## src/rtl/rmsn_pkg.sv

```systemverilog
// Shared types and constants of the int8 RMS-norm row core.
// Depends on nothing; every module of the core imports it.
`default_nettype none
package rmsn_pkg;

    localparam int LANES         = 8;
    localparam int MAX_ROW_WORDS = 64;
    localparam int WORD_AW       = $clog2(MAX_ROW_WORDS);
    localparam int WORD_CW       = WORD_AW + 1;
    localparam int LANE_DW       = 8 * LANES;
    localparam int PROD_W        = 16;
    localparam int SUM_W         = 24;
    localparam int ELEM_W        = $clog2(LANES * MAX_ROW_WORDS) + 1;
    localparam int CFG_IDX_W     = 3;
    localparam int CFG_DATA_W    = 32;

    // Configuration register indexes
    localparam logic [CFG_IDX_W-1:0] REG_ROW_WORDS  = 3'd0;
    localparam logic [CFG_IDX_W-1:0] REG_NUM_ROWS   = 3'd1;
    localparam logic [CFG_IDX_W-1:0] REG_SCALE_IN   = 3'd2;
    localparam logic [CFG_IDX_W-1:0] REG_SCALE_NORM = 3'd3;
    localparam logic [CFG_IDX_W-1:0] REG_SCALE_OUT  = 3'd4;

    typedef struct packed {
        logic [63:0] x_lanes;
        logic [63:0] w_lanes;
    } in_item_t;

    typedef struct packed {
        logic [63:0] y_lanes;
        logic        last_in_row;
        logic        last_row;
    } out_item_t;

    // Per-row coefficients handed to every lane unit
    typedef struct packed {
        logic [63:0] gain;        // g * scale_out
        logic [31:0] scale_norm;
    } row_coef_t;

endpackage
`default_nettype wire

```

## src/rtl/rmsn_root.sv

```systemverilog
// Row gain unit: g = isqrt(floor(n * 2^54 / sum)), zero when sum is zero.
// Serial restoring divider followed by a digit-by-digit square root; uses rmsn_pkg.
`default_nettype none
module rmsn_root (
    input  wire logic                      aclk,
    input  wire logic                      aresetn,
    input  wire logic                      start,
    input  wire logic [rmsn_pkg::ELEM_W-1:0] elem_count,
    input  wire logic [rmsn_pkg::SUM_W-1:0]  square_sum,
    output logic                           done,
    output logic [31:0]                    gain
);
    import rmsn_pkg::*;

    typedef enum logic [1:0] {R_IDLE, R_DIV, R_SQRT} root_state_t;

    root_state_t        state_reg;
    logic [5:0]         cnt_reg;
    logic [63:0]        num_reg;
    logic [SUM_W-1:0]   den_reg;
    logic [SUM_W-1:0]   rem_reg;
    logic               zero_reg;
    logic [63:0]        v_reg;
    logic [63:0]        r_reg;
    logic [63:0]        bit_reg;
    logic               done_reg;
    logic [31:0]        gain_reg;

    logic [SUM_W:0]     rem_sh;
    logic               q_bit;
    logic [SUM_W-1:0]   rem_next;
    logic [63:0]        num_next;
    logic [63:0]        trial;
    logic               take;
    logic [63:0]        v_next;
    logic [63:0]        r_next;

    // One quotient bit per cycle
    always_comb begin
        rem_sh   = {rem_reg, num_reg[63]};
        q_bit    = rem_sh >= {1'b0, den_reg};
        rem_next = q_bit ? SUM_W'(rem_sh - {1'b0, den_reg}) : rem_sh[SUM_W-1:0];
        num_next = {num_reg[62:0], q_bit};
    end

    // One root bit per cycle
    always_comb begin
        trial  = r_reg + bit_reg;
        take   = v_reg >= trial;
        v_next = take ? v_reg - trial : v_reg;
        r_next = take ? (r_reg >> 1) + bit_reg : r_reg >> 1;
    end

    always_ff @(posedge aclk) begin
        if (!aresetn) begin
            state_reg <= R_IDLE;
            done_reg  <= 1'b0;
        end else begin
            // Pulse done on the last root step
            done_reg <= (state_reg == R_SQRT) && (cnt_reg == '0);
            unique case (state_reg)
                R_IDLE: begin
                    if (start) begin
                        num_reg   <= {(64 - ELEM_W)'(0), elem_count} << 54;
                        den_reg   <= square_sum;
                        zero_reg  <= square_sum == '0;
                        rem_reg   <= '0;
                        cnt_reg   <= 6'd63;
                        state_reg <= R_DIV;
                    end
                end
                R_DIV: begin
                    rem_reg <= rem_next;
                    num_reg <= num_next;
                    if (cnt_reg == '0) begin
                        v_reg     <= num_next;
                        r_reg     <= '0;
                        bit_reg   <= 64'd1 << 62;
                        cnt_reg   <= 6'd31;
                        state_reg <= R_SQRT;
                    end else begin
                        cnt_reg <= cnt_reg - 6'd1;
                    end
                end
                R_SQRT: begin
                    v_reg   <= v_next;
                    r_reg   <= r_next;
                    bit_reg <= bit_reg >> 2;
                    cnt_reg <= cnt_reg - 6'd1;
                    if (cnt_reg == '0) begin
                        gain_reg  <= zero_reg ? 32'd0 : r_next[31:0];
                        state_reg <= R_IDLE;
                    end
                end
                default: state_reg <= R_IDLE;
            endcase
        end
    end

    assign done = done_reg;
    assign gain = gain_reg;

endmodule
`default_nettype wire

```

## config.mk

```make
export PLATFORM = sky130hd
export DESIGN_NAME = rmsn_root
export DESIGN_NICKNAME = d
export VERILOG_FILES = /design/src/rtl/rmsn_pkg.sv /design/src/rtl/rmsn_root.sv
export SDC_FILE = /design/constraint.sdc
export NUM_CORES = 1
export LEC_CHECK = 0
export BUFFER_PORTS_ARGS = -buffer_cell sky130_fd_sc_hd__buf_2
export CAP_MARGIN = 30
export CORE_MARGIN = 1.5
export CORE_UTILIZATION = 49
export DETAILED_ROUTE_END_ITERATION = 7
export PLACE_DENSITY = 0.75
export SETUP_SLACK_MARGIN = 0.4
export SYNTH_ARGS = -nofsm -noshare
export SYNTH_HDL_FRONTEND = slang
export SYNTH_SLANG_ARGS = --single-unit
```

## constraint.sdc

```tcl
create_clock -name aclk -period 14.8 [get_ports aclk]
set_input_delay 1.48 -clock aclk [delete_from_list [all_inputs] [get_ports aclk]]
set_output_delay 1.48 -clock aclk [all_outputs]
set_load 0.005 [all_outputs]
```

==> reports/metrics.cfg <==
[status]
status=finished clean

[setup_path]
cp-end-kind=register
timing.critical_path.buf_inv=3
cp-start-kind=register
worstPathRequired_ns=14.97
critPathKind=register to register
cp_top_family=compound AO/OA/AOI/OAI gates
arrival_ns=7.00
cp_slowest_stage_delay_ns=0.68
cp_cell_sequence=ha_1, a21oi_2, nor4b_1, o311ai_2, a21oi_1, o31ai_1, o31ai_4, a41oi_2, o21ai_1, xnor2_1, ha_1, and4_1, and4_1, nor2b_1, nand2_1, nor3_1, o211ai_4, buf_4, and2_1, buf_4, a21boi_4, buf_4
crit_path_frequent_cell=buf_4
cp_slowest_cell=buf_4
crit_fanout=64

[global_routing]
grt_pass1_vias=17700
grt_usage=0.244
overflow=0
grt_pass1_wl_um=93800
grt_max_degree=92
antenna_found_initial=0

[clocking]
cts.repair.resized=0
ctsHoldBuffers=0
cts_made_buffers=38
cts_sinks=314
cts_buffer_depth=3
clkSlewWorstSetupHoldPaths_ns=0.05
cts_tree=built
htreeDepth=2
postCtsSetupBuffers=0
cts.root.buffer_cell=clkbuf_16
clk_latency_ns=0.57

[cells_and_area]
num_antenna_cells=0
final_nets=2565
drive_gt1_frac=0.109
postLayoutCoreUtil=0.539
area_growth_pct=8.95
fillers=4152

[sta]
setup_viol=0
fin_crit_ns=6.84
relSlewSlack=0.307
worst_slack_ns=7.96
hold_ws_ns=0.532
tightest_slew_ns=1.03
max_freq_mhz=146
skew_ns=0.0333
drv_slew=0
min_period_over_period=0.462
fin_setup_tns_ns=0
rsz0062_at_grt=no
hold_viol=0

[floorplanning]
rows=79
initial_core_util=0.495
ios=70
die_w_um=220
dieArea_mm2=0.0482
core_region_area_mm2=0.0465
die_h_um=220

[logic_synthesis]
synthArstFlopShare=0
ys_top_cells_by_count=edfxtp_1 (311), nor2_1 (196), nand2_1 (177), a21oi_1 (173), ha_1 (158)
synth_top_area_share=0.406
ys_ff_latch=314
synth_cell_types=102
synth_cells=2344
synth_edf_count=311
ys_top_cells_by_area=edfxtp_1 (41%), ha_1 (8.6%), xnor2_1 (4.3%)
avgSynthCellArea_um2=9.81
synth_top_cell_by_area=edfxtp_1
yosysSeqAreaShare=0.409
syn-cell-area_mm2=0.0230
synth_most_common_cell=edfxtp_1
yosys_warnings=0
ys.flop_type=edfxtp_1
syn_nets=2541

[placed_design]
io_buffers=69
dpl_worst_slack_ns=7.97
hpwl_um=42700
gp_congestion=0.927

[detailed_routing]
viasPerCell=6.10
drt-total-wl_um=58700
wl_met2_um=26100
drt_iter0_markers=1541
highest_layer=met4
dr.pass1.iters=6
met3WireLength_um=3760
avgRoutedWirePerCell_um=19.5
drc_errors=0
met1_length_um=27500
antenna_left=0
vias=18300

[worst_hold_path]
hold_path.class=register to register

[flow_run]
cap_viol_max_count=0

[pwr]
total_power_uw=2070
powerDensity_mw_per_mm2=82.5
irDropWorstVdd_mv=0.0991
p_leak_uw=0.00930

-- power breakdown --
part,internal [uW],switching [uW],total (uW)
logic,57.9,79.2,137
clock network,538,381,919
registers,1000,10.7,1010
total,1600,471,2070
-- cell usage in the layout (no fill, tap or decap), types with 12 or more instances in the layout --
cell type	instances
a21oi_1	172
mux2i_1	21
buf_2	69
o31ai_1	12
o21a_1	26
buf_4	13
nand2b_1	19
ha_1	156
inv_1	69
nor4_1	17
a31o_2	12
nor2b_1	28
a21o_1	57
mux2_2	53
a31oi_1	48
nor2_1	196
clkbuf_16	39
nand4_1	57
xnor2_1	113
or3_1	19
and3_1	24
a21boi_0	17
a211oi_1	19
and2_1	105
xor2_1	67
edfxtp_1	311
o21ai_0	107
nand3_1	52
nor3_1	38
nand2_1	177
o211ai_1	16
o21ai_1	19
o21bai_1	30
-- per-stage QoR --
step | cells | cell area [um^2]
2_1_floorplan | 2344 | 23000
3_3_place_gp | 2933 | 23800
3_5_place_dp | 2933 | 23800
4_1_cts | 3001 | 25000
5_1_grt | 3003 | 25100
6_report | 3003 | 25100
-- worst paths after layout --
| path | from | endpoint | slack [ns] | cells past startpoint |
|---|---|---|---|---|
| worst max-delay path | r_reg[4]$_SDFFCE_PN0P_ | v_reg[46]$_DFFE_PP_ | 7.96 | 22 |
| worst min-delay path | state_reg[1]$_SDFFE_PN0P_ | state_reg[1]$_SDFFE_PN0P_ | 0.53 | 2 |
| worst max register to register | r_reg[4]$_SDFFCE_PN0P_ | v_reg[46]$_DFFE_PP_ | 7.96 | 22 |
| worst min register to register | state_reg[1]$_SDFFE_PN0P_ | state_reg[1]$_SDFFE_PN0P_ | 0.53 | 2 |
-- worst register-to-register path, stage by stage (launching register included) --
cell and delay, ns:
edfxtp_1 0.49, ha_1 0.38, a21oi_2 0.29, nor4b_1 0.15, o311ai_2 0.36, a21oi_1 0.18, o31ai_1 0.55, o31ai_4 0.15
a41oi_2 0.34, o21ai_1 0.12, xnor2_1 0.15, ha_1 0.41, and4_1 0.24, and4_1 0.20, nor2b_1 0.19, nand2_1 0.09
nor3_1 0.34, o211ai_4 0.10, buf_4 0.28, and2_1 0.22, buf_4 0.25, a21boi_4 0.21, buf_4 0.68
-- cells by family (layout without fill, tap and decap cells) --
logic type / count (synthesis) / after routing / synth area share
AO/OA/AOI/OAI: 669 / 669 / 0.199
XOR/XNOR: 180 / 180 / 0.0685
buffers and inverters: 170 / 222 / 0.0308
multiplexers: 75 / 75 / 0.0357
flip-flops: 314 / 314 / 0.409
AND/OR/NAND/NOR: 776 / 776 / 0.170
adder cells (fa/ha/maj): 160 / 160 / 0.0877
-- routing by layer --
layer,global-route usage,vias up
li1,-,8861
met1,0.350,8742
met4,0.0676,0
met3,0.0403,96
met5,0,-
met2,0.381,609
-- area by class of cell --
type	count	area (um^2)	area share
multi-input cells	1860	12900	0.517
flip-flops and latches	314	9400	0.375
inverters	70	263	0.0105
clock buffers	48	1010	0.0403
repair buffers	84	485	0.0194
clock inverters	20	194	0.00774
well taps	607	759	0.0303
(Power assumes the default switching activity.)
