==> src/rtl/rmsn_pkg.sv <==
// Shared types and constants of the int8 RMS-norm row core.
// Depends on nothing; every module of the core imports it.
`default_nettype none
package rmsn_pkg;

    localparam int LANES         = 8;
    localparam int MAX_ROW_WORDS = 64;
    localparam int WORD_AW       = $clog2(MAX_ROW_WORDS);
    localparam int WORD_CW       = WORD_AW + 1;
    localparam int LANE_DW       = 8 * LANES;
    localparam int PROD_W        = 16;
    localparam int SUM_W         = 24;
    localparam int ELEM_W        = $clog2(LANES * MAX_ROW_WORDS) + 1;
    localparam int CFG_IDX_W     = 3;
    localparam int CFG_DATA_W    = 32;

    // Configuration register indexes
    localparam logic [CFG_IDX_W-1:0] REG_ROW_WORDS  = 3'd0;
    localparam logic [CFG_IDX_W-1:0] REG_NUM_ROWS   = 3'd1;
    localparam logic [CFG_IDX_W-1:0] REG_SCALE_IN   = 3'd2;
    localparam logic [CFG_IDX_W-1:0] REG_SCALE_NORM = 3'd3;
    localparam logic [CFG_IDX_W-1:0] REG_SCALE_OUT  = 3'd4;

    typedef struct packed {
        logic [63:0] x_lanes;
        logic [63:0] w_lanes;
    } in_item_t;

    typedef struct packed {
        logic [63:0] y_lanes;
        logic        last_in_row;
        logic        last_row;
    } out_item_t;

    // Per-row coefficients handed to every lane unit
    typedef struct packed {
        logic [63:0] gain;        // g * scale_out
        logic [31:0] scale_norm;
    } row_coef_t;

endpackage
`default_nettype wire

==> src/rtl/rmsn_lane.sv <==
// Lane scaler: one stored product x*w to a saturated int8 result.
// t = floor(|p| * gain / (scale_norm * 2^26)) by a serial divider; uses rmsn_pkg.
`default_nettype none
module rmsn_lane (
    input  wire logic                        aclk,
    input  wire logic                        aresetn,
    input  wire logic                        start,
    input  wire logic [rmsn_pkg::PROD_W-1:0] prod,
    input  wire rmsn_pkg::row_coef_t         coef,
    output logic                             done,
    output logic [7:0]                       y
);
    import rmsn_pkg::*;

    typedef enum logic [2:0] {L_IDLE, L_LO, L_HI, L_DIV, L_FIN} lane_state_t;

    lane_state_t  state_reg;
    logic [15:0]  mag_reg;
    logic         neg_reg;
    logic [47:0]  plo_reg;
    logic [79:0]  rem_reg;
    logic [66:0]  dsh_reg;
    logic         ovf_reg;
    logic [9:0]   t_reg;
    logic [3:0]   cnt_reg;
    logic         done_reg;
    logic [7:0]   y_reg;

    logic [15:0]  mag_in;
    logic [47:0]  phi;
    logic [79:0]  num;
    logic         ovf;
    logic         q_bit;
    logic [10:0]  q_pos;
    logic [9:0]   q_neg;
    logic [7:0]   y_next;

    assign mag_in = prod[PROD_W-1] ? 16'(-prod) : prod;

    // Combine the two partial products and flag a quotient beyond ten bits
    always_comb begin
        phi = mag_reg * coef.gain[63:32];
        num = {phi, 32'd0} + {32'd0, plo_reg};
        ovf = (num != '0) && (num[79:36] >= {12'd0, coef.scale_norm});
    end

    // A zero remainder yields no more quotient bits, even for a zero divisor
    assign q_bit = (rem_reg != '0) && (rem_reg >= {13'd0, dsh_reg});

    // Round positives half away from zero, negatives to (t - 1) >> 1, then saturate
    always_comb begin
        q_pos = (11'(t_reg) + 11'd1) >> 1;
        q_neg = (t_reg == '0) ? 10'd0 : (t_reg - 10'd1) >> 1;
        if (!neg_reg) begin
            y_next = (q_pos > 11'd127) ? 8'd127 : q_pos[7:0];
        end else begin
            y_next = (q_neg > 10'd128) ? 8'h80 : 8'(-q_neg[7:0]);
        end
    end

    always_ff @(posedge aclk) begin
        if (!aresetn) begin
            state_reg <= L_IDLE;
            done_reg  <= 1'b0;
        end else begin
            unique case (state_reg)
                L_IDLE: begin
                    if (start) begin
                        mag_reg   <= mag_in;
                        neg_reg   <= prod[PROD_W-1];
                        done_reg  <= 1'b0;
                        state_reg <= L_LO;
                    end
                end
                L_LO: begin
                    plo_reg   <= mag_reg * coef.gain[31:0];
                    state_reg <= L_HI;
                end
                L_HI: begin
                    rem_reg   <= num;
                    ovf_reg   <= ovf;
                    dsh_reg   <= {3'd0, coef.scale_norm, 32'd0} << 3;
                    t_reg     <= '0;
                    cnt_reg   <= 4'd9;
                    state_reg <= L_DIV;
                end
                L_DIV: begin
                    if (ovf_reg) begin
                        t_reg     <= '1;
                        state_reg <= L_FIN;
                    end else begin
                        if (q_bit) begin
                            rem_reg <= rem_reg - {13'd0, dsh_reg};
                        end
                        t_reg   <= {t_reg[8:0], q_bit};
                        dsh_reg <= dsh_reg >> 1;
                        cnt_reg <= cnt_reg - 4'd1;
                        if (cnt_reg == '0) begin
                            state_reg <= L_FIN;
                        end
                    end
                end
                L_FIN: begin
                    y_reg     <= y_next;
                    done_reg  <= 1'b1;
                    state_reg <= L_IDLE;
                end
                default: state_reg <= L_IDLE;
            endcase
        end
    end

    assign done = done_reg;
    assign y    = y_reg;

endmodule
`default_nettype wire

==> config.mk <==
export PLATFORM = sky130hd
export DESIGN_NAME = rmsn_lane
export DESIGN_NICKNAME = d
export VERILOG_FILES = /design/src/rtl/rmsn_pkg.sv /design/src/rtl/rmsn_lane.sv
export SDC_FILE = /design/constraint.sdc
export NUM_CORES = 2
export LEC_CHECK = 0
export BUFFER_PORTS_ARGS = -buffer_cell sky130_fd_sc_hd__buf_2
export CORE_ASPECT_RATIO = 0.8
export CORE_UTILIZATION = 50
export CTS_CLUSTER_SIZE = 28
export DETAILED_ROUTE_END_ITERATION = 8
export GPL_ROUTABILITY_DRIVEN = 0
export GPL_TIMING_DRIVEN = 0
export PLACE_DENSITY = 0.75
export REMOVE_ABC_BUFFERS = 1
export SYNTH_ARGS = -nofsm -noshare
export SYNTH_HDL_FRONTEND = slang
export SYNTH_SLANG_ARGS = --single-unit
==> constraint.sdc <==
create_clock -name aclk -period 11.72 [get_ports aclk]
set_input_delay 1.172 -clock aclk [delete_from_list [all_inputs] [get_ports aclk]]
set_output_delay 1.172 -clock aclk [all_outputs]
set_load 0.1 [all_outputs]
==> results by group <==
Outcome
  • Run status: finished clean

GRT
  • Met2 Use GR: 0.4123
  • First-pass GRT wire length: 209900 um
  • GR Util met3: 0.05575
  • Met1 Use GR: 0.3724
  • Initial antenna violation count: 5
  • Largest net degree at the start of global routing: 96
  • Total track usage: 0.2653
  • Vias in the first global route: 39980
  • Global route overflow: 0
  • GRT busiest layer: met2

Synth
  • Synthesis Warnings: 0
  • Synth Register Bits: 239
  • Post-synth top area share: 0.3427
  • Area leader, netlist: fa_1
  • Synth Flop Type: edfxtp_1
  • FFs w/ async S/R, synth: 0
  • Syn_area_per_cell: 8.809 um^2
  • Synthesized cell area: 48950 um^2
  • EDFF count, synth: 235
  • Synth cell types: 96
  • Register area share after synthesis: 0.1458
  • Synth Instances: 5557
  • Synth area leaders: fa_1, edfxtp_1, ha_1, inv_1, nand2_1

Setup path
  • Crit-path max cell delay: 0.96 ns
  • CP Capture Type: flip-flop
  • Critical R2R Launch: mag_reg[7]$_DFFE_PP_
  • Startpoint Class: flip-flop
  • Crit-path slowest cell: edfxtp_1
  • Required time worst endpoint: 11.99 ns
  • Reg2Reg Setup Slack: 1.72 ns
  • Worst EP arrival: 10.27 ns
  • Crit-path most repeated cell: fa_1
  • Critical path type: reg2reg
  • Top delay family on crit path: adder cells
  • Critical path buffers and inverters: 6
  • Reg2reg end: ovf_reg$_DFFE_PP_
  • Critical Path Start: mag_reg[7]$_DFFE_PP_
  • CP max FO: 22
  • FF-to-FF path depth: 32

Finish
  • Most frequent cells in the layout: inv_1, nand2_1, fa_1
  • Max reg flops: 80
  • Fin nets: 6823
  • Commonest non-fill, non-tap cell in the layout: inv_1
  • Reg area: 7137 um^2
  • Area of the multi-input gates: 37090 um^2
  • Fraction of layout cells with a size suffix above 1: 0.05025
  • Area Growth Syn to Fin: 7.650%
  • Fill cells: 8505

Clock network
  • TritonCTS Buffers: 28
  • Post-CTS setup repair buffer count: 0
  • Clock root cell: clkbuf_16
  • CTS tree: yes
  • # resized after CTS: 0
  • Clock tree sinks: 239
  • Clock-pin slew on the worst setup and hold paths: 0.06 ns
  • Clock buffer depth: 3
  • Hold_buf cts: 0
  • Clk_lat worst skew: 0.61 ns
  • H-tree Lvls: 1

Hold path
  • Hold endpoint: dsh_reg[49]$_DFFE_PP_
  • Worst min path class: reg2reg
  • Hold path depth: 2
  • Hold Startpoint: dsh_reg[50]$_DFFE_PP_

Place
  • Port Buffers: 123
  • Final HPWL DP: 104700 um

Timing
  • Clock skew: 0.05638 ns
  • Final critical-path required period: 10.00 ns
  • Rel. slew slack: 0.3571
  • Slew @ Worst Pin: 0.9643 ns
  • Period utilization: 0.8535
  • Hold Violations, Final: 0
  • TNS Setup: 0 ns
  • Final setup vio count: 0
  • RSZ-0062 raised after global routing: false
  • Slew Limit Fails: 0
  • Max Fclk: 99.97 MHz

Die
  • I/O pin cnt: 124
  • Row count: 102
  • Initial Util: 0.5053
  • Die span in y: 281.9 um
  • Die area: 99160 um^2
  • Chip width: 351.8 um
  • CORE AREA: 96870 um^2

Drt
  • Final WL: 128300 um
  • Via count: 38470
  • Routed Antenna Nets: 0
  • Wirelength per Cell: 18.78 um
  • DRT iter0 DRCs: 2978
  • Residual DRC: 0
  • DRT Pass-1 Iters: 6
  • Via density: 5.629

Flow run
  • Max Cap Viol: 0
[cells in the mapped netlist, types with 30 or more instances]
cell type / number
nor2_1: 227
inv_1: 1004
edfxtp_1: 235
and2_1: 367
ha_1: 360
xor2_1: 82
o21ai_0: 184
xnor2_1: 140
fa_1: 838
a21oi_1: 232
o21a_1: 44
a21o_1: 111
o21bai_1: 30
nand4_1: 54
nand3_1: 50
nand2_1: 897
nor3_1: 50
nor4_1: 40
clkbuf_1: 243
[worst register-to-register path, delay by kind of cell (launching register included)]
| kind | cells | cell delay (ns) |
|---|---|---|
| compound gates | 9 | 1.57 |
| xor+xnor | 2 | 0.81 |
| fa+ha+maj | 8 | 3.83 |
| buf+inv | 6 | 0.54 |
| flops | 1 | 0.96 |
| simple gates | 7 | 2.00 |
[through the flow]
stage	util	std cells	area [um^2]	setup WS [ns]	hold WS, ns
3_3_place_gp	0.5181	6719	50190	0.2808	0.5092
5_1_grt	0.5440	6835	52690	1.216	0.5592
4_1_cts	0.5438	6832	52680	1.811	0.5140
3_5_place_dp	0.5342	6780	51750	1.569	0.5424
2_1_floorplan	-	5296	47940	2.804	0.5107
6_report	0.5440	6835	52690	1.717	0.5256
[worst max path at each step]
| stage | end | cells after the start |
|---|---|---|
| CTS | ovf_reg$_DFFE_PP_ | 35 |
| finish | ovf_reg$_DFFE_PP_ | 32 |
| global placement | ovf_reg$_DFFE_PP_ | 31 |
| floorplan | ovf_reg$_DFFE_PP_ | 33 |
| detailed placement | ovf_reg$_DFFE_PP_ | 35 |
| global route | ovf_reg$_DFFE_PP_ | 35 |
[kinds of logic (layout without fill, tap and decap cells)]
group,count (synthesis),after routing,share of synthesized area
other cells,0,3,0
simple gates,1843,1843,0.1787
flops,239,239,0.1458
compound gates,783,783,0.1020
fa+ha+maj,1198,1198,0.4347
xor+xnor,222,222,0.03972
buf+inv,1265,1240,0.09754
mux,7,7,0.001457
[metal layers]
layer | part of all wire | up-vias
met2 | 0.45 | 1703
met1 | 0.43 | 19110
met3 | 0.094 | 190
met5 | 0.00018 | -
li1 | - | 17470
met4 | 0.028 | 4
[area by class of cell]
type	count	share of cell area
diodes	3	0.0001425
clock buffers	32	0.01358
clock inverters	20	0.004108
inverters	1004	0.07152
multi-input cells	4053	0.7038
flip-flops and latches	239	0.1354
well taps	1300	0.03087
repair buffers	184	0.04053
Power is not shown: default switching activity piles up to over one toggle a cycle in this logic, so the estimate is an artifact.
